===== config.mk =====
export PLATFORM = sky130hd
export DESIGN_NAME = m3inv_div_step
export DESIGN_NICKNAME = d
export VERILOG_FILES = /design/src/rtl/core/m3inv_pkg.sv /design/src/rtl/core/m3inv_div_step.sv
export SDC_FILE = /design/constraint.sdc
export NUM_CORES = 2
export LEC_CHECK = 0
export BUFFER_PORTS_ARGS = -buffer_cell sky130_fd_sc_hd__buf_4
export CORE_AREA = 2 2 631 633
export CTS_CLUSTER_SIZE = 24
export DETAILED_ROUTE_END_ITERATION = 10
export DIE_AREA = 0 0 633 635
export HOLD_SLACK_MARGIN = 0.05
export SLEW_MARGIN = 0
export SYNTH_ARGS = -nofsm -noshare
export SYNTH_HDL_FRONTEND = slang
export SYNTH_SLANG_ARGS = --single-unit

===== constraint.sdc =====
create_clock -name aclk -period 10 [get_ports aclk]
set_input_delay 0 -clock aclk [delete_from_list [all_inputs] [get_ports aclk]]
set_output_delay 0 -clock aclk [all_outputs]
set_load 0.01 [all_outputs]

===== src/rtl/core/m3inv_pkg.sv =====
// Shared constants and control types for the 3x3 matrix inverse pipeline.
package m3inv_pkg;

    localparam int LANES    = 9;
    localparam int OUT_W    = 32;
    localparam int OUT_FRAC = 16;
    localparam int INT_BITS = 4;
    localparam int Q_STEPS  = 32;

    typedef struct packed {
        logic             valid;
        logic             singular;
        logic [LANES-1:0] neg;
        logic [LANES-1:0] ovf;
    } ctrl_t;

endpackage


===== src/rtl/core/m3inv_div_step.sv =====
// One restoring division step for all nine lanes, registered.
module m3inv_div_step #(
    parameter int DW = 51
) (
    input  logic                          aclk,
    input  logic                          aresetn,
    input  logic                          en,
    input  m3inv_pkg::ctrl_t              ctrl_in,
    input  logic [DW-1:0]                 d_in,
    input  logic [DW-1:0]                 rem_in [m3inv_pkg::LANES],
    input  logic [m3inv_pkg::Q_STEPS-1:0] nq_in [m3inv_pkg::LANES],
    output m3inv_pkg::ctrl_t              ctrl_out,
    output logic [DW-1:0]                 d_out,
    output logic [DW-1:0]                 rem_out [m3inv_pkg::LANES],
    output logic [m3inv_pkg::Q_STEPS-1:0] nq_out [m3inv_pkg::LANES]
);
    import m3inv_pkg::*;

    ctrl_t              ctrl_reg;
    logic [DW-1:0]      d_reg;
    logic [DW-1:0]      rem_reg [LANES];
    logic [Q_STEPS-1:0] nq_reg [LANES];
    logic [DW:0]        t [LANES];
    logic [DW:0]        diff [LANES];
    logic [LANES-1:0]   ge;

    always_comb begin
        for (int i = 0; i < LANES; i++) begin
            t[i]    = {rem_in[i], nq_in[i][Q_STEPS-1]};
            ge[i]   = t[i] >= {1'b0, d_in};
            diff[i] = t[i] - {1'b0, d_in};
        end
    end

    // Only the valid bit is reset; the payload simply follows it.
    always_ff @(posedge aclk) begin
        if (!aresetn) begin
            ctrl_reg.valid <= 1'b0;
        end else if (en) begin
            ctrl_reg.valid <= ctrl_in.valid;
        end
        if (en) begin
            ctrl_reg.singular <= ctrl_in.singular;
            ctrl_reg.neg      <= ctrl_in.neg;
            ctrl_reg.ovf      <= ctrl_in.ovf;
            d_reg             <= d_in;
            for (int i = 0; i < LANES; i++) begin
                rem_reg[i] <= ge[i] ? diff[i][DW-1:0] : t[i][DW-1:0];
                nq_reg[i]  <= {nq_in[i][Q_STEPS-2:0], ge[i]};
            end
        end
    end

    assign ctrl_out = ctrl_reg;
    assign d_out    = d_reg;
    assign rem_out  = rem_reg;
    assign nq_out   = nq_reg;

endmodule

After elaboration in Yosys (flattened, before gate mapping)
Cells that the tools add are included.
{"block": "totals", "output_inout_bits": 818, "reg_bits": 818}
{"block": "classes", "order_cmp": 9, "add_sub_neg": 9, "mux": 9}
{"op": "52-bit by 51-bit greater-or-equal comparator with 1-bit output", "n": 9}
{"op": "51-bit two-way mux", "n": 9}
{"op": "51-bit subtractor", "n": 9}

Logic depth before layout (Yosys ltp)
{"block": "logic_depth", "depth_word": 2, "mapped_depth": 17}

Worst setup path before layout
Ideal clock, no wire load.
{"block": "synth_path", "path_kind": "input to register", "startpoint": "input port d_in[13]", "endpoint": "register rem_reg, in the netlist rem_out[156], data pin", "n_path_buf": 1, "arrival_ns": 3.184, "path_slack_ns": 6.555, "required_ns": 9.740, "path_stages": 14, "path_cell_list": "inv_1 ha_1 a21o_1 a21o_1 a221o_1 a31oi_4 o221a_4 o21ba_4 o21ai_2 nand3_2 a31oi_2 a2111oi_4 buf_6 mux2_4"}
{"block": "synth_between", "elab_chain_len": 2}
{"element": "start: declaration", "line": "m3inv_div_step.sv:9", "source": "input logic [DW-1:0] d_in,"}
{"element": "52-bit by 51-bit greater-or-equal comparator with 1-bit output", "line": "m3inv_div_step.sv:30", "source": "ge[i] = t[i] >= {1'b0, d_in};"}
{"element": "51-bit two-way mux", "line": "m3inv_div_step.sv:48", "source": "rem_reg[i] <= ge[i] ? diff[i][DW-1:0] : t[i][DW-1:0];"}
{"element": "end signal: indexed assignment", "line": "m3inv_div_step.sv:48"}
{"element": "end: declaration", "line": "m3inv_div_step.sv:21", "source": "logic [DW-1:0] rem_reg [LANES];"}
Every way passes these cells.
A chain may end at the register's enable or synchronous reset.

Worst setup path after layout
{"block": "layout_path", "startpoint": "input port d_in[15]", "endpoint": "register rem_reg, in the netlist rem_out[327], data pin"}
{"block": "layout_between", "elab_chain_len": 2}
{"element": "51-bit subtractor or 52-bit by 51-bit greater-or-equal comparator with 1-bit output (tied branches)", "line": "m3inv_div_step.sv:31, m3inv_div_step.sv:30"}
{"element": "51-bit two-way mux *", "line": "m3inv_div_step.sv:48"}
Every way passes the cells marked *; elsewhere a longest branch is shown, timed or not.

==> results.sh <==
export IMPL_rows=231
export IMPL_grt_pass1_wl_um=582900
export IMPL_synth_edf_count=817
export IMPL_drive_gt1_share_pct=22.89
export IMPL_synth_area_sq_mm=0.05560
export IMPL_die_h_um=635
export IMPL_dpl_hpwl_um=361200
export IMPL_port_buffers=1638
export IMPL_crit_family="buffers and inverters"
export IMPL_final_core_util_pct=24.75
export IMPL_grtUsageMet2_pct=35.82
export IMPL_nNetsFinal=10380
export IMPL_max_freq_mhz=178.5
export IMPL_post_cts_setup_buffer_count=0
export IMPL_drt_wirelength_per_cell_um=31.37
export IMPL_drtIter0Drc=6614
export IMPL_first_pass_iters=8
export IMPL_stdcell_area_sq_mm=0.09773
export IMPL_cts_buffers=112
export IMPL_cts_sinks=818
export IMPL_final_min_clock_period_ns=5.604
export IMPL_first_global_vias=62460
export IMPL_power_static_leakage_uw=0.03947
export IMPL_max_slew_margin_rel_pct=30.09
export IMPL_slowest_delay_ns=0.72
export IMPL_cp_end_kind="flip-flop"
export IMPL_grt_max_degree=122
export IMPL_area_growth_pct=75.76
export IMPL_status="complete, no violations"
export IMPL_antenna_found_initial=139
export IMPL_crit_slowest_cell="buf_4"
export IMPL_hp_class="primary input to flip-flop"
export IMPL_clock_skew_ns=0
export IMPL_worstReg2RegStart="ctrl_out[19]"
export IMPL_gr_usage_met3_pct=5.868
export IMPL_htree_num_levels=3
export IMPL_setup_viol=0
export IMPL_gp_congestion=0.9774
export IMPL_cap_violations=0
export IMPL_path_cells="dlygate4sd3_1, buf_4, inv_2, ha_1, a21oi_1, o21ai_1, o31ai_1, o211ai_1, a211o_1, a41o_1, a211oi_2, o31ai_1, a211oi_4, buf_4, nand2_1, dlygate4sd3_1, o21ai_0, dlygate4sd3_1"
export IMPL_ys_ff_latch=818
export IMPL_cpMostUsedCell="dlygate4sd3_1"
export IMPL_max_slew_worst_pin_slew_ns=1.049
export IMPL_grt_overflow=0
export IMPL_initial_core_util_pct=14.08
export IMPL_cts_root_buf="clkbuf_16"
export IMPL_cts_tree="done"
export IMPL_num_fill_cells=42060
export IMPL_placedCellCount=12260
export IMPL_r2r_slack_ns=8.77
export IMPL_drt_wl_total_um=457500
export IMPL_hold_violations=0
export IMPL_insertion_delay_ns=0.87
export IMPL_min_period_over_period_pct=56.04
export IMPL_ant_nets=0
export IMPL_cp_start_kind="primary input"
export IMPL_cts_resized=0
export IMPL_die_area_sq_mm=0.4020
export IMPL_worst_hold_slack_ns=0.1088
export IMPL_die_w_um=633
export IMPL_dr_total_vias=64770
export IMPL_top_usage_layer="met2"
export IMPL_grt_setup_unrepaired="no"
export IMPL_crit_buf_inv=6
export IMPL_ys_async_sr_fraction_pct=0
export IMPL_ys_warn_count=0
export IMPL_arrival_ns=6.35
export IMPL_critPathKind="primary input to flip-flop"
export IMPL_path_clk_slew_ns=0.06
export IMPL_boundaryPins=1639
export IMPL_instances_no_fill=14580
export IMPL_drc=0
export IMPL_grt_usage_pct=21.68
export IMPL_core_sq_mm=0.3948
export IMPL_seq_area_frac_synth_pct=44.16
export IMPL_ir_drop_mv=0.1343
export IMPL_dpl_cell_area_sq_mm=0.07399
export IMPL_use_met1_pct=22.84
export IMPL_ys_flop_type="edfxtp_1"
export IMPL_hp_start="rem_in[222]"
export IMPL_synth_cells=5557
export IMPL_power_density_mw_per_mm2=148.4
export IMPL_finalSetupTns_ns=0
export IMPL_cts_buffer_depth=4
export IMPL_drv_slew=0
export IMPL_startpoint="d_in[15]"
export IMPL_synth_distinct_cells=90
export IMPL_cp_required_ns=10.74
export IMPL_syn_avg_cell_area_sq_um=10.01
export IMPL_avgViaCountPerCell=4.441
export IMPL_synth_nets=6846
export IMPL_cp_max_fo=98
cells by family after synthesis:
group	synth area share (%)
AO/OA/AOI/OAI	20.42
AND/OR/NAND/NOR	12.15
flip-flops	44.16
adder cells (fa/ha/maj)	10.65
buffers and inverters	3.006
XOR/XNOR	6.474
multiplexers	3.135
per-layer routing:
metal | share of wire (%) | wire [um] | up-vias
li1 | - | - | 28130
met1 | 35 | 157900 | 31560
met2 | 46 | 212200 | 3935
met3 | 8.9 | 40780 | 1090
met4 | 10 | 46260 | 54
met5 | 0.070 | 319 | -
synth_stat cells, types with 101 or more instances:
cell	count	area share [%]
edfxtp_1	817	44
nand2_1	604	4.1
a21oi_1	547	4.9
o21ai_0	520	4.7
ha_1	459	10
nor2_1	290	2.0
a21o_1	237	3.2
xnor2_1	235	3.7
clkbuf_1	192	1.3
inv_1	182	1.2
xor2_1	176	2.8
nand4_1	120	1.4
nand3_1	101	0.91
flip-flops by register name, indices dropped and copies added (netlist names):
name	flops
nq_out	288
ctrl_out	20
rem_out	459
d_out	51
stage by stage:
step,power (uW),setup slack (ns)
2_1_floorplan,6550,6.555
3_3_place_gp,9289,4.917
3_5_place_dp,9255,4.923
4_1_cts,14520,4.571
5_1_grt,14990,4.145
6_report,14500,4.396
path summary, 6_finish.rpt:
kind                  endpoint  depth (start not counted)
setup / recovery  rem_out[327]                         18
hold / removal    rem_out[223]                          3
setup reg to reg  ctrl_out[19]                          3
hold reg to reg   ctrl_out[19]                          3
cell type report:
type                       count  area [sq um]  area share, %
clock buffer                 129          2888          2.955
inverter                     184         690.7         0.7067
timing repair buffer        3660         32440          33.20
tap                         5242          6559          6.711
sequential                   818         24550          25.12
antenna                      156         390.4         0.3994
clock inverter                76         780.7         0.7989
multi-input combinational   4318         29430          30.11
tightest hold or removal path, cell delays in order:
cell and delay (ns):
dlygate4sd3_1 0.56, buf_4 0.15, mux2_2 0.14
timing repair:
| action | in CTS | in global routing |
|---|---|---|
| hold buffers | 1966 | 0 |
| endpoints found under the hold margin | 1185 | 0 |
| setup endpoints to repair | 0 | 0 |
placed cells by master (no fill, tap or decap), types with 21 or more instances in the layout:
cell type,n
buf_4,1690
xor2_1,176
o21ai_0,520
o31ai_1,50
a21o_1,236
diode_2,156
o21a_1,50
inv_2,52
a211oi_1,45
nand2_1,604
clkbuf_16,113
ha_1,459
edfxtp_1,817
nor3_1,73
nand3_1,101
and2_1,23
inv_1,132
nor2b_1,56
a31oi_1,49
nand2b_1,51
dlygate4sd3_1,1966
nor2_1,290
and3_1,52
nand4_1,120
mux2_4,47
o211ai_1,34
a21oi_1,547
mux2_2,83
o31a_1,22
or2_2,21
o21bai_1,98
xnor2_1,235
report_power, final:
part           total, uW  switching [uW]  internal, uW
Clock               4250            1870          2380
Combinational       5540            3120          2420
Sequential          4700             356          4350
Total              14500            5340          9150
(Power assumes the default switching activity.)
